$ cat config.mk
export PLATFORM = sky130hd
export DESIGN_NAME = hijri_absolute_day_converter
export DESIGN_NICKNAME = d
export VERILOG_FILES = /design/src/hadc_pkg.sv /design/src/hadc_div.sv /design/src/hadc_front.sv /design/src/hadc_queue.sv /design/src/hadc_back.sv /design/src/hijri_absolute_day_converter.sv
export SDC_FILE = /design/constraint.sdc
export NUM_CORES = 2
export LEC_CHECK = 0
export BUFFER_PORTS_ARGS = -buffer_cell sky130_fd_sc_hd__buf_2
export CAP_MARGIN = 20
export CORE_MARGIN = 3
export CORE_UTILIZATION = 45
export CTS_BUF_LIST = sky130_fd_sc_hd__clkbuf_4 sky130_fd_sc_hd__clkbuf_8
export DETAILED_ROUTE_END_ITERATION = 7
export PLACE_DENSITY = 0.65
export REMOVE_ABC_BUFFERS = 1
export SYNTH_ARGS = -nofsm -noshare
export SYNTH_HDL_FRONTEND = slang
export SYNTH_HIERARCHICAL = 1
export SYNTH_SLANG_ARGS = --single-unit
$ cat constraint.sdc
create_clock -name clk -period 29.4 [get_ports clk]
set_input_delay 5.88 -clock clk [delete_from_list [all_inputs] [get_ports clk]]
set_output_delay 5.88 -clock clk [all_outputs]
set_load 0.01 [all_outputs]
$ cat src/hadc_pkg.sv
// ----------------------------------------------------------------------------
// hadc_pkg
// Shared types, constants and helpers of the Hijri absolute day converter.
// ----------------------------------------------------------------------------
package hadc_pkg;

  localparam int YEAR_W  = 14;
  localparam int MONTH_W = 4;
  localparam int DAY_W   = 5;
  localparam int ABS_W   = 22;
  localparam int WDAY_W  = 3;
  localparam int REG_W   = 10;
  localparam int DVD_W   = 32;
  localparam int DVS_W   = 15;
  localparam int ACC_W   = 26;

  localparam logic [1:0] REG_EPOCH  = 2'd0;
  localparam logic [1:0] REG_NUM    = 2'd1;
  localparam logic [1:0] REG_DEN    = 2'd2;
  localparam logic [1:0] REG_OFFSET = 2'd3;

  localparam logic CMD_TO_ABS  = 1'b0;
  localparam logic CMD_TO_DATE = 1'b1;

  typedef struct packed {
    logic [ABS_W-1:0] epoch;
    logic [REG_W-1:0] num;
    logic [REG_W-1:0] den;     // effective: zero reads as 12
    logic [REG_W-1:0] offset;
  } cfg_t;

  typedef struct packed {
    logic               cmd;
    logic               pre_epoch;  // day-to-date item that lies before the epoch
    logic [YEAR_W-1:0]  year;
    logic [YEAR_W-1:0]  year_eff;
    logic [MONTH_W-1:0] month;
    logic [DAY_W-1:0]   day;
    logic [ABS_W-1:0]   abs_day;
  } item_t;

  typedef struct packed {
    logic [YEAR_W-1:0]  year;
    logic [MONTH_W-1:0] month;
    logic [DAY_W-1:0]   day;
    logic [ABS_W-1:0]   abs_day;
    logic [WDAY_W-1:0]  weekday;
    logic               pre_epoch;
  } res_t;

  typedef struct packed {
    logic             start;
    logic [DVD_W-1:0] dividend;
    logic [DVS_W-1:0] divisor;
  } div_req_t;

  typedef struct packed {
    logic             busy;
    logic             done;
    logic [DVD_W-1:0] quot;
    logic [DVS_W-1:0] rem;
  } div_rsp_t;

  // 8 = 1 mod 7, so octal digit sums keep the residue
  function automatic logic [WDAY_W-1:0] mod7(input logic [ABS_W-1:0] v);
    logic [5:0] s1;
    logic [3:0] s2;
    s1 = 6'(v[2:0]) + 6'(v[5:3]) + 6'(v[8:6]) + 6'(v[11:9]) + 6'(v[14:12])
       + 6'(v[17:15]) + 6'(v[20:18]) + 6'(v[21]);
    s2 = 4'(s1[2:0]) + 4'(s1[5:3]);
    if (s2 >= 4'd14) begin
      return 3'd0;
    end else if (s2 >= 4'd7) begin
      return 3'(s2 - 4'd7);
    end else begin
      return s2[2:0];
    end
  endfunction

endpackage

$ cat src/hadc_div.sv
// ----------------------------------------------------------------------------
// hadc_div
// Restoring divider, one quotient bit per cycle, shared by the back end.
// ----------------------------------------------------------------------------
module hadc_div (
  input  logic              clk,
  input  logic              rst_n,
  input  hadc_pkg::div_req_t req,
  output hadc_pkg::div_rsp_t rsp
);
  import hadc_pkg::*;

  logic [DVD_W-1:0] a_r, a_nxt;
  logic [DVS_W-1:0] b_r, b_nxt;
  logic [DVS_W-1:0] rem_r, rem_nxt;
  logic [5:0]       cnt_r, cnt_nxt;
  logic             busy_r, busy_nxt;
  logic             done_r, done_nxt;
  logic [DVS_W:0]   trial;

  always_comb begin
    a_nxt    = a_r;
    b_nxt    = b_r;
    rem_nxt  = rem_r;
    cnt_nxt  = cnt_r;
    busy_nxt = busy_r;
    done_nxt = 1'b0;
    trial    = {rem_r, a_r[DVD_W-1]};
    if (req.start && !busy_r) begin
      a_nxt    = req.dividend;
      b_nxt    = req.divisor;
      rem_nxt  = '0;
      cnt_nxt  = 6'(DVD_W);
      busy_nxt = 1'b1;
    end else if (busy_r) begin
      if (trial >= {1'b0, b_r}) begin
        rem_nxt = DVS_W'(trial - {1'b0, b_r});
        a_nxt   = {a_r[DVD_W-2:0], 1'b1};
      end else begin
        rem_nxt = trial[DVS_W-1:0];
        a_nxt   = {a_r[DVD_W-2:0], 1'b0};
      end
      cnt_nxt = cnt_r - 6'd1;
      if (cnt_r == 6'd1) begin
        busy_nxt = 1'b0;
        done_nxt = 1'b1;
      end
    end
  end

  always_ff @(posedge clk) begin
    if (!rst_n) begin
      busy_r <= 1'b0;
      done_r <= 1'b0;
      cnt_r  <= '0;
    end else begin
      busy_r <= busy_nxt;
      done_r <= done_nxt;
      cnt_r  <= cnt_nxt;
    end
    a_r   <= a_nxt;
    b_r   <= b_nxt;
    rem_r <= rem_nxt;
  end

  assign rsp.busy = busy_r;
  assign rsp.done = done_r;
  assign rsp.quot = a_r;
  assign rsp.rem  = rem_r;

endmodule

$ cat src/hadc_front.sv
// ----------------------------------------------------------------------------
// hadc_front
// Input handshake and classification of incoming words.
// ----------------------------------------------------------------------------
module hadc_front (
  input  logic                              in_tvalid,
  output logic                              in_tready,
  input  logic [47:0]                       in_tdata,
  input  logic                              in_tuser,
  input  logic [hadc_pkg::ABS_W-1:0]        epoch,
  input  logic                              q_full,
  output logic                              q_push,
  output hadc_pkg::item_t                   q_item
);
  import hadc_pkg::*;

  always_comb begin
    q_item.cmd       = in_tuser;
    q_item.year      = in_tdata[13:0];
    q_item.month     = in_tdata[17:14];
    q_item.day       = in_tdata[22:18];
    q_item.abs_day   = in_tdata[44:23];
    // year zero is computed as year one
    q_item.year_eff  = (in_tdata[13:0] == '0) ? YEAR_W'(1) : in_tdata[13:0];
    q_item.pre_epoch = (in_tuser == CMD_TO_DATE) && (in_tdata[44:23] < epoch);
  end

  assign in_tready = !q_full;
  assign q_push    = in_tvalid && !q_full;

endmodule

$ cat src/hadc_queue.sv
// ----------------------------------------------------------------------------
// hadc_queue
// Two-entry queue between the front and the back end.
// ----------------------------------------------------------------------------
module hadc_queue (
  input  logic            clk,
  input  logic            rst_n,
  input  logic            push,
  input  hadc_pkg::item_t push_item,
  output logic            full,
  input  logic            pop,
  output logic            not_empty,
  output hadc_pkg::item_t pop_item
);
  import hadc_pkg::*;

  item_t      mem_r [2];
  logic       wr_ptr_r, rd_ptr_r;
  logic [1:0] cnt_r;

  always_ff @(posedge clk) begin
    if (!rst_n) begin
      wr_ptr_r <= 1'b0;
      rd_ptr_r <= 1'b0;
      cnt_r    <= '0;
    end else begin
      if (push) wr_ptr_r <= !wr_ptr_r;
      if (pop)  rd_ptr_r <= !rd_ptr_r;
      cnt_r <= cnt_r + 2'(push) - 2'(pop);
    end
    if (push) mem_r[wr_ptr_r] <= push_item;
  end

  assign full      = (cnt_r == 2'd2);
  assign not_empty = (cnt_r != 2'd0);
  assign pop_item  = mem_r[rd_ptr_r];

endmodule

$ cat src/hadc_back.sv
// ----------------------------------------------------------------------------
// hadc_back
// Conversion sequencer: divisions on the shared divider, month-by-month
// summation, and the result register.
// ----------------------------------------------------------------------------
module hadc_back (
  input  logic               clk,
  input  logic               rst_n,
  input  hadc_pkg::cfg_t     cfg,
  input  logic               q_not_empty,
  input  hadc_pkg::item_t    q_item,
  output logic               q_pop,
  output hadc_pkg::div_req_t div_req,
  input  hadc_pkg::div_rsp_t div_rsp,
  output logic               res_valid,
  input  logic               res_ready,
  output hadc_pkg::res_t     res
);
  import hadc_pkg::*;

  localparam logic [4:0] S_IDLE = 5'd0;
  localparam logic [4:0] S_PMOD = 5'd1;
  localparam logic [4:0] S_EMUL = 5'd2;
  localparam logic [4:0] S_EDIV = 5'd3;
  localparam logic [4:0] S_E12  = 5'd4;
  localparam logic [4:0] S_DQ   = 5'd5;
  localparam logic [4:0] S_DMC  = 5'd6;
  localparam logic [4:0] S_DACC = 5'd7;
  localparam logic [4:0] S_DR12 = 5'd8;
  localparam logic [4:0] S_DQP  = 5'd9;
  localparam logic [4:0] S_DR0  = 5'd10;
  localparam logic [4:0] S_DYL  = 5'd11;
  localparam logic [4:0] S_DR1  = 5'd12;
  localparam logic [4:0] S_DML  = 5'd13;
  localparam logic [4:0] S_DFIN = 5'd14;
  localparam logic [4:0] S_CLEN = 5'd15;
  localparam logic [4:0] S_OUT  = 5'd16;

  // ceil(2^21 / 12)
  localparam logic [17:0] RECIP12 = 18'd174763;

  logic [4:0]         state_r, state_nxt;
  logic               pend_r, pend_nxt;
  item_t              it_r, it_nxt;
  logic [YEAR_W-1:0]  y_r, y_nxt;
  logic [MONTH_W-1:0] m_r, m_nxt;
  logic [DAY_W-1:0]   d_r, d_nxt;
  logic [REG_W-1:0]   pm_r, pm_nxt;
  logic [REG_W-1:0]   r_r, r_nxt;
  logic [DVD_W-1:0]   big_r, big_nxt;
  logic [17:0]        mc_r, mc_nxt;
  logic [17:0]        qc_r, qc_nxt;
  logic [17:0]        mcc_r, mcc_nxt;
  logic [ACC_W-1:0]   acc_r, acc_nxt;
  logic [17:0]        cnt_r, cnt_nxt;
  res_t               pend_res_r, pend_res_nxt;
  res_t               res_r, res_nxt;
  logic               valid_r, valid_nxt;

  logic               div_state;
  logic [22:0]        est_diff;
  logic [32:0]        est_prod;
  logic [DVS_W-1:0]   est_den;
  logic [17:0]        months_y;
  logic [10:0]        off1;
  logic [20:0]        r0_prod;
  logic [18:0]        n_base;
  logic [28:0]        n_prod;
  logic [18:0]        n_prev;
  logic [28:0]        p_prod;
  logic [27:0]        mcc_prod;
  logic [27:0]        qp_prod;
  logic [22:0]        mcc29;
  logic [4:0]         len_cur;
  logic [10:0]        r_step;
  logic [ACC_W-1:0]   acc_fin;
  logic [ACC_W-1:0]   d0_adj;
  logic [YEAR_W-1:0]  yrest;
  logic [17:0]        d12_in;
  logic [35:0]        d12_prod;
  logic [14:0]        d12_q;
  logic [17:0]        d12_r;

  always_comb begin
    est_diff = {1'b0, it_r.abs_day} - {1'b0, cfg.epoch} + 23'd1;
    est_prod = 33'(est_diff) * 33'(cfg.den);
    est_den  = DVS_W'(cfg.den) * DVS_W'(29) + DVS_W'(cfg.num);
    months_y = (18'(y_r) - 18'd1) * 18'd12;
    off1     = 11'(cfg.offset) + 11'd1;
    r0_prod  = 21'(off1) * 21'(cfg.num);
    n_base   = 19'(months_y) + 19'd1 + 19'(cfg.offset);
    n_prod   = 29'(n_base) * 29'(cfg.num);
    // corrected month count plus offset; the offset for year zero, month 12
    n_prev   = 19'(y_r) * 19'd12 + 19'(m_r) - 19'd12 + 19'(cfg.offset);
    p_prod   = 29'(n_prev) * 29'(cfg.num);
    mcc_prod = 28'(qc_r) * 28'(cfg.den);
    qp_prod  = 28'(qc_r) * 28'(cfg.num);
    mcc29    = 23'(mcc_r) * 23'd29;
    len_cur  = (r_r < cfg.num) ? 5'd30 : 5'd29;
    r_step   = 11'(r_r) + 11'(pm_r);
    if (r_step >= 11'(cfg.den)) r_step = r_step - 11'(cfg.den);
    acc_fin  = acc_r + ACC_W'(d_r) - ACC_W'(1);
    d0_adj   = acc_r - ((div_rsp.rem < DVS_W'(cfg.num)) ? ACC_W'(30) : ACC_W'(29));
    // x / 12 by reciprocal multiply, exact for x below 2^19
    d12_in   = (state_r == S_E12) ? mc_r : mcc_r;
    d12_prod = 36'(d12_in) * 36'(RECIP12);
    d12_q    = d12_prod[35:21];
    d12_r    = d12_in - 18'(d12_q) * 18'd12;
    yrest    = y_r - d12_q[YEAR_W-1:0] - YEAR_W'(1);
  end

  always_comb begin
    div_state = state_r inside {S_PMOD, S_EDIV, S_DQ, S_DR0, S_DR1, S_CLEN};
    div_req.start = div_state && !pend_r;
    case (state_r)
      S_PMOD:  begin
        div_req.dividend = DVD_W'(cfg.num);
        div_req.divisor  = DVS_W'(cfg.den);
      end
      S_EDIV:  begin
        div_req.dividend = big_r;
        div_req.divisor  = est_den;
      end
      S_DQ:    begin
        div_req.dividend = DVD_W'(months_y);
        div_req.divisor  = DVS_W'(cfg.den);
      end
      S_DR0:   begin
        div_req.dividend = DVD_W'(r0_prod);
        div_req.divisor  = DVS_W'(cfg.den);
      end
      S_DR1:   begin
        div_req.dividend = DVD_W'(n_prod);
        div_req.divisor  = DVS_W'(cfg.den);
      end
      S_CLEN:  begin
        div_req.dividend = DVD_W'(p_prod);
        div_req.divisor  = DVS_W'(cfg.den);
      end
      default: begin
        div_req.dividend = '0;
        div_req.divisor  = DVS_W'(12);
      end
    endcase
  end

  always_comb begin
    state_nxt    = state_r;
    pend_nxt     = pend_r;
    it_nxt       = it_r;
    y_nxt        = y_r;
    m_nxt        = m_r;
    d_nxt        = d_r;
    pm_nxt       = pm_r;
    r_nxt        = r_r;
    big_nxt      = big_r;
    mc_nxt       = mc_r;
    qc_nxt       = qc_r;
    mcc_nxt      = mcc_r;
    acc_nxt      = acc_r;
    cnt_nxt      = cnt_r;
    pend_res_nxt = pend_res_r;
    res_nxt      = res_r;
    valid_nxt    = valid_r && !res_ready;
    q_pop        = 1'b0;

    if (div_state && !pend_r) pend_nxt = 1'b1;

    case (state_r)
      S_IDLE: begin
        if (q_not_empty) begin
          q_pop  = 1'b1;
          it_nxt = q_item;
          if (q_item.pre_epoch) begin
            pend_res_nxt.year      = '0;
            pend_res_nxt.month     = '0;
            pend_res_nxt.day       = '0;
            pend_res_nxt.abs_day   = q_item.abs_day;
            pend_res_nxt.pre_epoch = 1'b1;
            state_nxt              = S_OUT;
          end else begin
            state_nxt = S_PMOD;
          end
        end
      end
      S_PMOD: begin
        if (pend_r && div_rsp.done) begin
          pend_nxt = 1'b0;
          pm_nxt   = div_rsp.rem[REG_W-1:0];
          if (it_r.cmd == CMD_TO_ABS) begin
            y_nxt     = it_r.year_eff;
            m_nxt     = it_r.month;
            d_nxt     = it_r.day;
            state_nxt = S_DQ;
          end else begin
            state_nxt = S_EMUL;
          end
        end
      end
      S_EMUL: begin
        big_nxt   = est_prod[DVD_W-1:0];
        state_nxt = S_EDIV;
      end
      S_EDIV: begin
        if (pend_r && div_rsp.done) begin
          pend_nxt  = 1'b0;
          mc_nxt    = div_rsp.quot[17:0];
          state_nxt = S_E12;
        end
      end
      S_E12: begin
        y_nxt     = d12_q[YEAR_W-1:0] + YEAR_W'(1);
        m_nxt     = d12_r[MONTH_W-1:0] + MONTH_W'(1);
        d_nxt     = DAY_W'(1);
        state_nxt = S_DQ;
      end
      S_DQ: begin
        if (pend_r && div_rsp.done) begin
          pend_nxt  = 1'b0;
          qc_nxt    = div_rsp.quot[17:0];
          state_nxt = S_DMC;
        end
      end
      S_DMC: begin
        mcc_nxt   = mcc_prod[17:0];
        state_nxt = S_DACC;
      end
      S_DACC: begin
        acc_nxt   = ACC_W'(cfg.epoch) + ACC_W'(mcc29);
        state_nxt = S_DR12;
      end
      S_DR12: begin
        // whole years left over past the closed-form cycles
        cnt_nxt   = 18'(yrest) * 18'd12;
        state_nxt = S_DQP;
      end
      S_DQP: begin
        acc_nxt   = acc_r + qp_prod[ACC_W-1:0];
        state_nxt = S_DR0;
      end
      S_DR0: begin
        if (pend_r && div_rsp.done) begin
          pend_nxt  = 1'b0;
          r_nxt     = div_rsp.rem[REG_W-1:0];
          state_nxt = S_DYL;
        end
      end
      S_DYL: begin
        if (cnt_r == '0) begin
          state_nxt = S_DR1;
        end else begin
          acc_nxt = acc_r + ACC_W'(len_cur);
          r_nxt   = r_step[REG_W-1:0];
          cnt_nxt = cnt_r - 18'd1;
        end
      end
      S_DR1: begin
        if (pend_r && div_rsp.done) begin
          pend_nxt  = 1'b0;
          r_nxt     = div_rsp.rem[REG_W-1:0];
          cnt_nxt   = (m_r == '0) ? '0 : 18'(m_r - MONTH_W'(1));
          state_nxt = S_DML;
        end
      end
      S_DML: begin
        if (cnt_r == '0) begin
          state_nxt = S_DFIN;
        end else begin
          acc_nxt = acc_r + ACC_W'(len_cur);
          r_nxt   = r_step[REG_W-1:0];
          cnt_nxt = cnt_r - 18'd1;
        end
      end
      S_DFIN: begin
        if (it_r.cmd == CMD_TO_ABS) begin
          pend_res_nxt.year      = it_r.year;
          pend_res_nxt.month     = it_r.month;
          pend_res_nxt.day       = it_r.day;
          pend_res_nxt.abs_day   = acc_fin[ABS_W-1:0];
          pend_res_nxt.pre_epoch = acc_fin[ABS_W-1:0] < cfg.epoch;
          state_nxt              = S_OUT;
        end else if (ACC_W'(it_r.abs_day) < acc_fin) begin
          // estimate overshot: step back one month
          acc_nxt = acc_fin;
          if (m_r == MONTH_W'(1)) begin
            y_nxt = y_r - YEAR_W'(1);
            m_nxt = MONTH_W'(12);
          end else begin
            m_nxt = m_r - MONTH_W'(1);
          end
          state_nxt = S_CLEN;
        end else begin
          pend_res_nxt.year      = y_r;
          pend_res_nxt.month     = m_r;
          pend_res_nxt.day       = DAY_W'(ACC_W'(it_r.abs_day) + ACC_W'(1) - acc_fin);
          pend_res_nxt.abs_day   = it_r.abs_day;
          pend_res_nxt.pre_epoch = 1'b0;
          state_nxt              = S_OUT;
        end
      end
      S_CLEN: begin
        if (pend_r && div_rsp.done) begin
          pend_nxt               = 1'b0;
          pend_res_nxt.year      = y_r;
          pend_res_nxt.month     = m_r;
          pend_res_nxt.day       = DAY_W'(ACC_W'(it_r.abs_day) + ACC_W'(1) - d0_adj);
          pend_res_nxt.abs_day   = it_r.abs_day;
          pend_res_nxt.pre_epoch = 1'b0;
          state_nxt              = S_OUT;
        end
      end
      S_OUT: begin
        if (!valid_r || res_ready) begin
          res_nxt         = pend_res_r;
          res_nxt.weekday = mod7(pend_res_r.abs_day);
          valid_nxt       = 1'b1;
          state_nxt       = S_IDLE;
        end
      end
      default: begin
        state_nxt = S_IDLE;
      end
    endcase
  end

  always_ff @(posedge clk) begin
    if (!rst_n) begin
      state_r <= S_IDLE;
      pend_r  <= 1'b0;
      valid_r <= 1'b0;
    end else begin
      state_r <= state_nxt;
      pend_r  <= pend_nxt;
      valid_r <= valid_nxt;
    end
    it_r       <= it_nxt;
    y_r        <= y_nxt;
    m_r        <= m_nxt;
    d_r        <= d_nxt;
    pm_r       <= pm_nxt;
    r_r        <= r_nxt;
    big_r      <= big_nxt;
    mc_r       <= mc_nxt;
    qc_r       <= qc_nxt;
    mcc_r      <= mcc_nxt;
    acc_r      <= acc_nxt;
    cnt_r      <= cnt_nxt;
    pend_res_r <= pend_res_nxt;
    res_r      <= res_nxt;
  end

  assign res_valid = valid_r;
  assign res       = res_r;

endmodule

$ cat src/hijri_absolute_day_converter.sv
// ----------------------------------------------------------------------------
// hijri_absolute_day_converter
// Converts between absolute day numbers and tabular Hijri dates.
// ----------------------------------------------------------------------------
// Input word: in_tuser selects the command (0 date to day, 1 day to date),
// in_tdata carries year, month, day and absolute day. Output word: the date,
// absolute day and weekday in out_tdata, the before-epoch flag in out_tuser.
// Registers are written through cfg_we/cfg_index/cfg_wdata; the user must
// write them only while idle, which the block itself does not enforce.
// A two-entry queue sits between input and the sequencer, so up to two
// words are taken while the sequencer is busy or the output is stalled.
// Items are handled one at a time. Each division by a register value uses
// the shared bit-serial divider; date to day uses four of them, day to date
// five or six. Division by 12 is a combinational reciprocal multiply.
// On top, the months are summed one per cycle: up to about den + 24 months
// (leftover years of the partial cycle plus the month itself). A day before
// the epoch skips the conversion and goes straight to the output.
// A stalled output holds its word; the sequencer waits with the next result.
// Reset (rst_n low, synchronous) empties the queue, clears the output valid
// and loads the default registers.
// ----------------------------------------------------------------------------
module hijri_absolute_day_converter (
  input  logic        clk,
  input  logic        rst_n,
  input  logic        cfg_we,
  input  logic [1:0]  cfg_index,
  input  logic [21:0] cfg_wdata,
  input  logic        in_tvalid,
  output logic        in_tready,
  input  logic [47:0] in_tdata,   // in_year, in_month, in_day, in_abs_day, zero pad
  input  logic        in_tuser,   // command
  output logic        out_tvalid,
  input  logic        out_tready,
  output logic [47:0] out_tdata,  // out_year, out_month, out_day, out_abs_day, weekday
  output logic        out_tuser   // before_epoch
);
  import hadc_pkg::*;

  logic [ABS_W-1:0] epoch_r;
  logic [REG_W-1:0] num_r, den_r, offset_r;
  cfg_t             cfg;
  logic             q_full, q_push, q_pop, q_not_empty;
  item_t            push_item, pop_item;
  div_req_t         div_req;
  div_rsp_t         div_rsp;
  res_t             res;

  always_ff @(posedge clk) begin
    if (!rst_n) begin
      epoch_r  <= ABS_W'(227015);
      num_r    <= REG_W'(191);
      den_r    <= REG_W'(360);
      offset_r <= REG_W'(48);
    end else if (cfg_we) begin
      case (cfg_index)
        REG_EPOCH:  epoch_r  <= cfg_wdata;
        REG_NUM:    num_r    <= cfg_wdata[REG_W-1:0];
        REG_DEN:    den_r    <= cfg_wdata[REG_W-1:0];
        REG_OFFSET: offset_r <= cfg_wdata[REG_W-1:0];
        default:    epoch_r  <= epoch_r;
      endcase
    end
  end

  assign cfg.epoch  = epoch_r;
  assign cfg.num    = num_r;
  assign cfg.den    = (den_r == '0) ? REG_W'(12) : den_r;
  assign cfg.offset = offset_r;

  hadc_front u_front (
    .in_tvalid (in_tvalid),
    .in_tready (in_tready),
    .in_tdata  (in_tdata),
    .in_tuser  (in_tuser),
    .epoch     (epoch_r),
    .q_full    (q_full),
    .q_push    (q_push),
    .q_item    (push_item)
  );

  hadc_queue u_queue (
    .clk       (clk),
    .rst_n     (rst_n),
    .push      (q_push),
    .push_item (push_item),
    .full      (q_full),
    .pop       (q_pop),
    .not_empty (q_not_empty),
    .pop_item  (pop_item)
  );

  hadc_div u_div (
    .clk   (clk),
    .rst_n (rst_n),
    .req   (div_req),
    .rsp   (div_rsp)
  );

  hadc_back u_back (
    .clk         (clk),
    .rst_n       (rst_n),
    .cfg         (cfg),
    .q_not_empty (q_not_empty),
    .q_item      (pop_item),
    .q_pop       (q_pop),
    .div_req     (div_req),
    .div_rsp     (div_rsp),
    .res_valid   (out_tvalid),
    .res_ready   (out_tready),
    .res         (res)
  );

  assign out_tdata = {res.weekday, res.abs_day, res.day, res.month, res.year};
  assign out_tuser = res.pre_epoch;

  a_weekday_range: assert property (@(posedge clk) disable iff (!rst_n)
    out_tvalid |-> out_tdata[47:45] != 3'd7)
    else $error("weekday out of range");

  a_div_no_restart: assert property (@(posedge clk) disable iff (!rst_n)
    !(div_req.start && div_rsp.busy))
    else $error("divider started while busy");

  a_div_done_after_busy: assert property (@(posedge clk) disable iff (!rst_n)
    div_rsp.done |-> $past(div_rsp.busy))
    else $error("divider done without a run");

  a_pop_only_nonempty: assert property (@(posedge clk) disable iff (!rst_n)
    q_pop |-> q_not_empty)
    else $error("queue popped while empty");

endmodule

# ---- Yosys cells after proc, flatten, opt, wreduce, memory -nomap -nowiden
# Memories as Yosys holds them, arrays and structs flattened. A register that Yosys moved wholly into a read port is not among the register bits.
# Cells that the tools add are included.
dict set report classes {
  mul 13
  mux 82
  add_sub_neg 43
  bitwise 2
  eq_ne 40
  order_cmp 9
  n_reduce_logical 51
}
# cell count
set ops {}
lappend ops {{47-bit one-hot mux with 6 select lines} 1}
lappend ops {{45-bit 2-to-1 mux} 5}
lappend ops {{45-bit one-hot mux with 3 select lines} 1}
lappend ops {{26-bit one-hot mux with 4 select lines} 1}
lappend ops {{5-bit one-hot mux with 17 select lines} 1}
lappend ops {{14-bit 2-to-1 mux} 6}
lappend ops {{26-bit 2-to-1 mux} 3}
lappend ops {{5-bit 2-to-1 mux} 15}
lappend ops {{18-bit 2-to-1 mux} 4}
lappend ops {{32-bit 2-to-1 mux} 2}
lappend ops {{19-bit by 10-bit multiplier with 29-bit output} 2}
lappend ops {{18-bit one-hot mux with 3 select lines} 1}
lappend ops {{26-bit by 5-bit adder with 26-bit output} 2}
lappend ops {{22-bit < comparator} 2}
lappend ops {{14-bit one-hot mux with 3 select lines} 1}
lappend ops {{5-bit by 4-bit == test with 1-bit output (second input constant)} 8}
lappend ops {{10-bit 2-to-1 mux} 4}
lappend ops {{19-bit by 10-bit adder with 19-bit output} 2}
lappend ops {{18-bit by 18-bit multiplier with 36-bit output (second input constant)} 1}
lappend ops {{14-bit by 2-bit multiplier with 16-bit output (second input constant)} 2}
lappend ops {{23-bit by 10-bit multiplier with 32-bit output} 1}
lappend ops {{6-bit by 3-bit adder with 6-bit output} 5}
lappend ops {{14-bit by 1-bit subtractor with 14-bit output (second input constant)} 2}
lappend ops {{26-bit adder} 1}
lappend ops {{other kinds (86)} 167}
dict set report word_totals {
  wordCells 286
  input_bits 78
  output_inout_bits 51
  ram_bits 122
  ff_bits 461
  n_memories 1
}
# name words width rd rd_ports_with_merged_regs write_ports line
set memory_table {}
lappend memory_table {u_queue.mem_r 2 61 1 1 1 hadc_queue.sv:17} ;# item_t mem_r [2];

# ---- Longest topological paths before layout
dict set report logic_depth {
  ltp_word 10
  depth_mapped 45
  depth_no_buf 44
}

# ---- By module
# The synthesis kept the hierarchy.
# mod seq_area_each_um2 n_inst cells_each area_each_um2
set by_module_without_submodules {}
lappend by_module_without_submodules {hadc_back 9989.6 1 7366 67638.6}
lappend by_module_without_submodules {hadc_queue 3763.6 1 211 4934.7}
lappend by_module_without_submodules {hadc_div 1871.8 1 360 3532.1}
lappend by_module_without_submodules {hijri_absolute_day_converter 1041.0 1 246 1981.9}
lappend by_module_without_submodules {hadc_front 0.0 1 142 1013.5}

# ---- Worst setup path before layout
# Ideal clock, no wire load.
dict set report synth_timing {
  path_kind {reg2reg}
  from {register u_back.y_r[0]}
  to {register u_div.a_r[25], data pin}
  synth_period_minus_slack_ns 9.705
  stages_incl_launch_ff 41
  setup_slack_ns 19.695
  setup_time_ns 0.256
  n_path_buf 0
  required_ns 29.144
  arrival_ns 9.448
  cell_sequence {edfxtp_1 > inv_1 > ha_1 > inv_1 > fa_1 > inv_1 > ha_1 > ha_1 > a21o_1 > a21oi_1 > o21bai_1 > a21oi_1 > nor2b_1 > o21a_1 > o31a_1 > o41a_1 > a41o_1 > nor3_2 > [... 5 more ...] > fa_1 > inv_1 > fa_1 > inv_1 > ha_1 > a21o_1 > a21o_1 > a21o_1 > a21o_1 > a2111oi_0 > a21oi_1 > a211oi_1 > o21ai_0 > or2_2 > a32oi_1 > o21ai_0 > nand2_1 > nand2_1}
}
# item line
set synth_lines {}
lappend synth_lines {{start: declaration} hadc_back.sv:45} ;# logic [YEAR_W-1:0] y_r, y_nxt;
lappend synth_lines {{start signal: assignment} hadc_back.sv:337} ;# y_r <= y_nxt;
lappend synth_lines {{end signal: assignment} hadc_div.sv:61} ;# a_r <= a_nxt;
lappend synth_lines {{end: declaration} hadc_div.sv:13} ;# logic [DVD_W-1:0] a_r, a_nxt;

==> flow_summary.yaml <==
die:
  die_h_um: 425.2
  num_rows: 153
  initial_core_util_pct: 45.40
  io_pins: 129
  die_area_mm2: 0.1808
  core_mm2: 0.1742
  die_width_um: 425.2
drt:
  initialDrtViolationCount: 4961
  ant_nets: 0
  avgViaCountPerCell: 5.581
  finalWirelength_mm: 229.8
  drc: 0
  route.detailed.wl_per_inst_um: 21.38
  pre_antenna_drt_iters: 7
  vias: 59980
critical_path:
  regToRegEndpoint: "u_div/a_r[28]"
  critPathMostFrequentCell: "fa_1"
  critical_path_buf_inv_count: 6
  regToRegStartpoint: "u_back/y_r[0]"
  nature_of_the_critical_path_endpoint: "flop"
  crit_path_start_kind: "flop"
  crit_fanout: 19
  number_of_cells_on_the_worst_reg_to_reg_path: 40
  required_time_worst_endpoint_ns: 29.96
  r2r_setup_slack_ns: 17.20
  cp.arrival_ns: 12.75
  crit_family: "adder cells"
  timing_worst_setup_path_type: "flop to flop"
  slowest_stage: "nor3_2"
  cp_slowest_stage_delay_ns: 0.77
clock_network:
  post_cts_resize_count: 0
  clock_tree.buffer_depth: 3
  post_cts_buffers: 0
  clkSlewWorstSetupHoldPaths_ns: 0.06
  cts_buffers: 101
  cts_tree: "built"
  h-tree-depth: 3
  cts_sink_count: 584
  ctsRootBufferMaster: "clkbuf_8"
  post_cts_hold_buffer_count: 0
  worst_skew_pair.late_latency_ns: 0.83
cells_and_area:
  final_common_cell: "inv_1"
  post_route_cells_drive_above_1_share_pct: 6.967
  synthToLayoutAreaGrowth_pct: 6.546
  filler_cell_count: 16260
  design.final.nets: 10300
  most-common-layout-cells: "inv_1 (1,425), nand2_1 (1,022), fa_1 (954), ha_1 (940), edfxtp_1 (497)"
sta:
  grt_setup_unrepaired: "false"
  holdWs_ns: 0.4166
  worst_clock_skew_on_the_final_layout_ns: 0.06578
  min_period_ns: 12.20
  fin_crit_sh_pct: 41.49
  timing.setup.tns_ns: 0
  hold_violations: 0
  timing_max_transition_violations_final: 0
  fmax_mhz: 81.99
  final-setup-viol-count: 0
  worst_slew_pin_slew_ns: 1.164
  max_slew_headroom_pct: 22.21
global_route:
  global_route_congestion_overflow_total: 0
  grt_max_degree: 62
  grt_use_total_pct: 25.46
  initial_antenna_violation_count: 18
  grt_pass1_wl_mm: 356.6
  number_of_global_route_vias_before_repair: 61510
yosys:
  synth.cell_area_mm2: 0.07909
  syn_avg_cell_area_um2: 9.502
  yosysWarnings: 6
  synthesis.instances: 8324
min_path:
  timing.hold.worst_path_depth: 0
  hold_path_startpoint: "u_back/pend_res_r[32]"
  holdCritPathClass: "flop to flop"
  holdPathEnd: "u_back/res[32]"
place:
  buffer_ports.inserted: 125
  final_gp_congestion: 0.9541
  dpl.hpwl_mm: 180.0
outcome:
  outcome: "finished clean"
run:
  cap_violations: 0
## worst register-to-register path, delay by kind of cell (launching register included)
family / cells / cell delay [ns]
and+or+nand+nor: 5 / 1.20
xor gates and xnor gates: 1 / 0.56
buffers and inverters: 6 / 0.74
AOI/OAI and AO/OA: 18 / 3.95
adders and majority gates: 10 / 4.77
DFF: 1 / 0.72
## layout make-up
type	count	area, µm²	area share (%)
inverter	1429	5364	6.365
multi-input combinational	5972	55610	65.99
sequential	584	16680	19.80
clock buffer	138	1680	1.994
clock inverter	51	499.2	0.5924
tap	2325	2909	3.452
antenna	11	27.53	0.03266
timing repair buffer	237	1494	1.773
## layer usage
layer / global-route usage [%] / routed length, µm / part of all wire [%] / vias to the layer above
li1: - / - / - / 27370
met1: 34.05 / 96820 / 42 / 30080
met2: 41.49 / 106700 / 46 / 2131
met3: 3.653 / 15960 / 6.9 / 392
met4: 10.42 / 10250 / 4.5 / 6
met5: 0 / 40 / 0.017 / -
## worst max-delay path by stage
stage,startpoint,end,slack [ns],cells after the start
2_1_floorplan,u_back/y_r[0],u_div/a_r[25],19.43,40
3_3_place_gp,u_back/y_r[0],u_div/a_r[27],17.49,40
3_5_place_dp,u_back/y_r[0],u_div/a_r[28],17.35,40
4_1_cts,u_back/y_r[0],u_div/a_r[28],17.27,40
5_1_grt,u_back/y_r[1],u_div/a_r[28],16.62,43
6_report,u_back/y_r[0],u_div/a_r[28],17.20,40
## state kept, by name, indices dropped and copies added, names as in the netlist, 22 cells and up, named ones only
name and flops:
u_back/big_r 32, u_back/it_r 60, u_back/acc_r 26, u_queue/mem_r 122, u_back/pend_res_r 46, u_div/a_r 32, u_back/res 49, epoch_r 22
## metrics by stage
stage               instances  worst slack (ns)  cell area, µm²  utilization (%)
detailed placement      10550             17.35           82040            47.09
CTS                     10740             17.27           84220            48.34
global placement        10540             17.49           82010            47.07
global route            10740             16.62           84260            48.37
floorplan                7985             19.43           77490                -
finish                  10750             17.20           84270            48.37
Power is not shown: default switching activity piles up to over one toggle a cycle in this logic, so the estimate is an artifact.
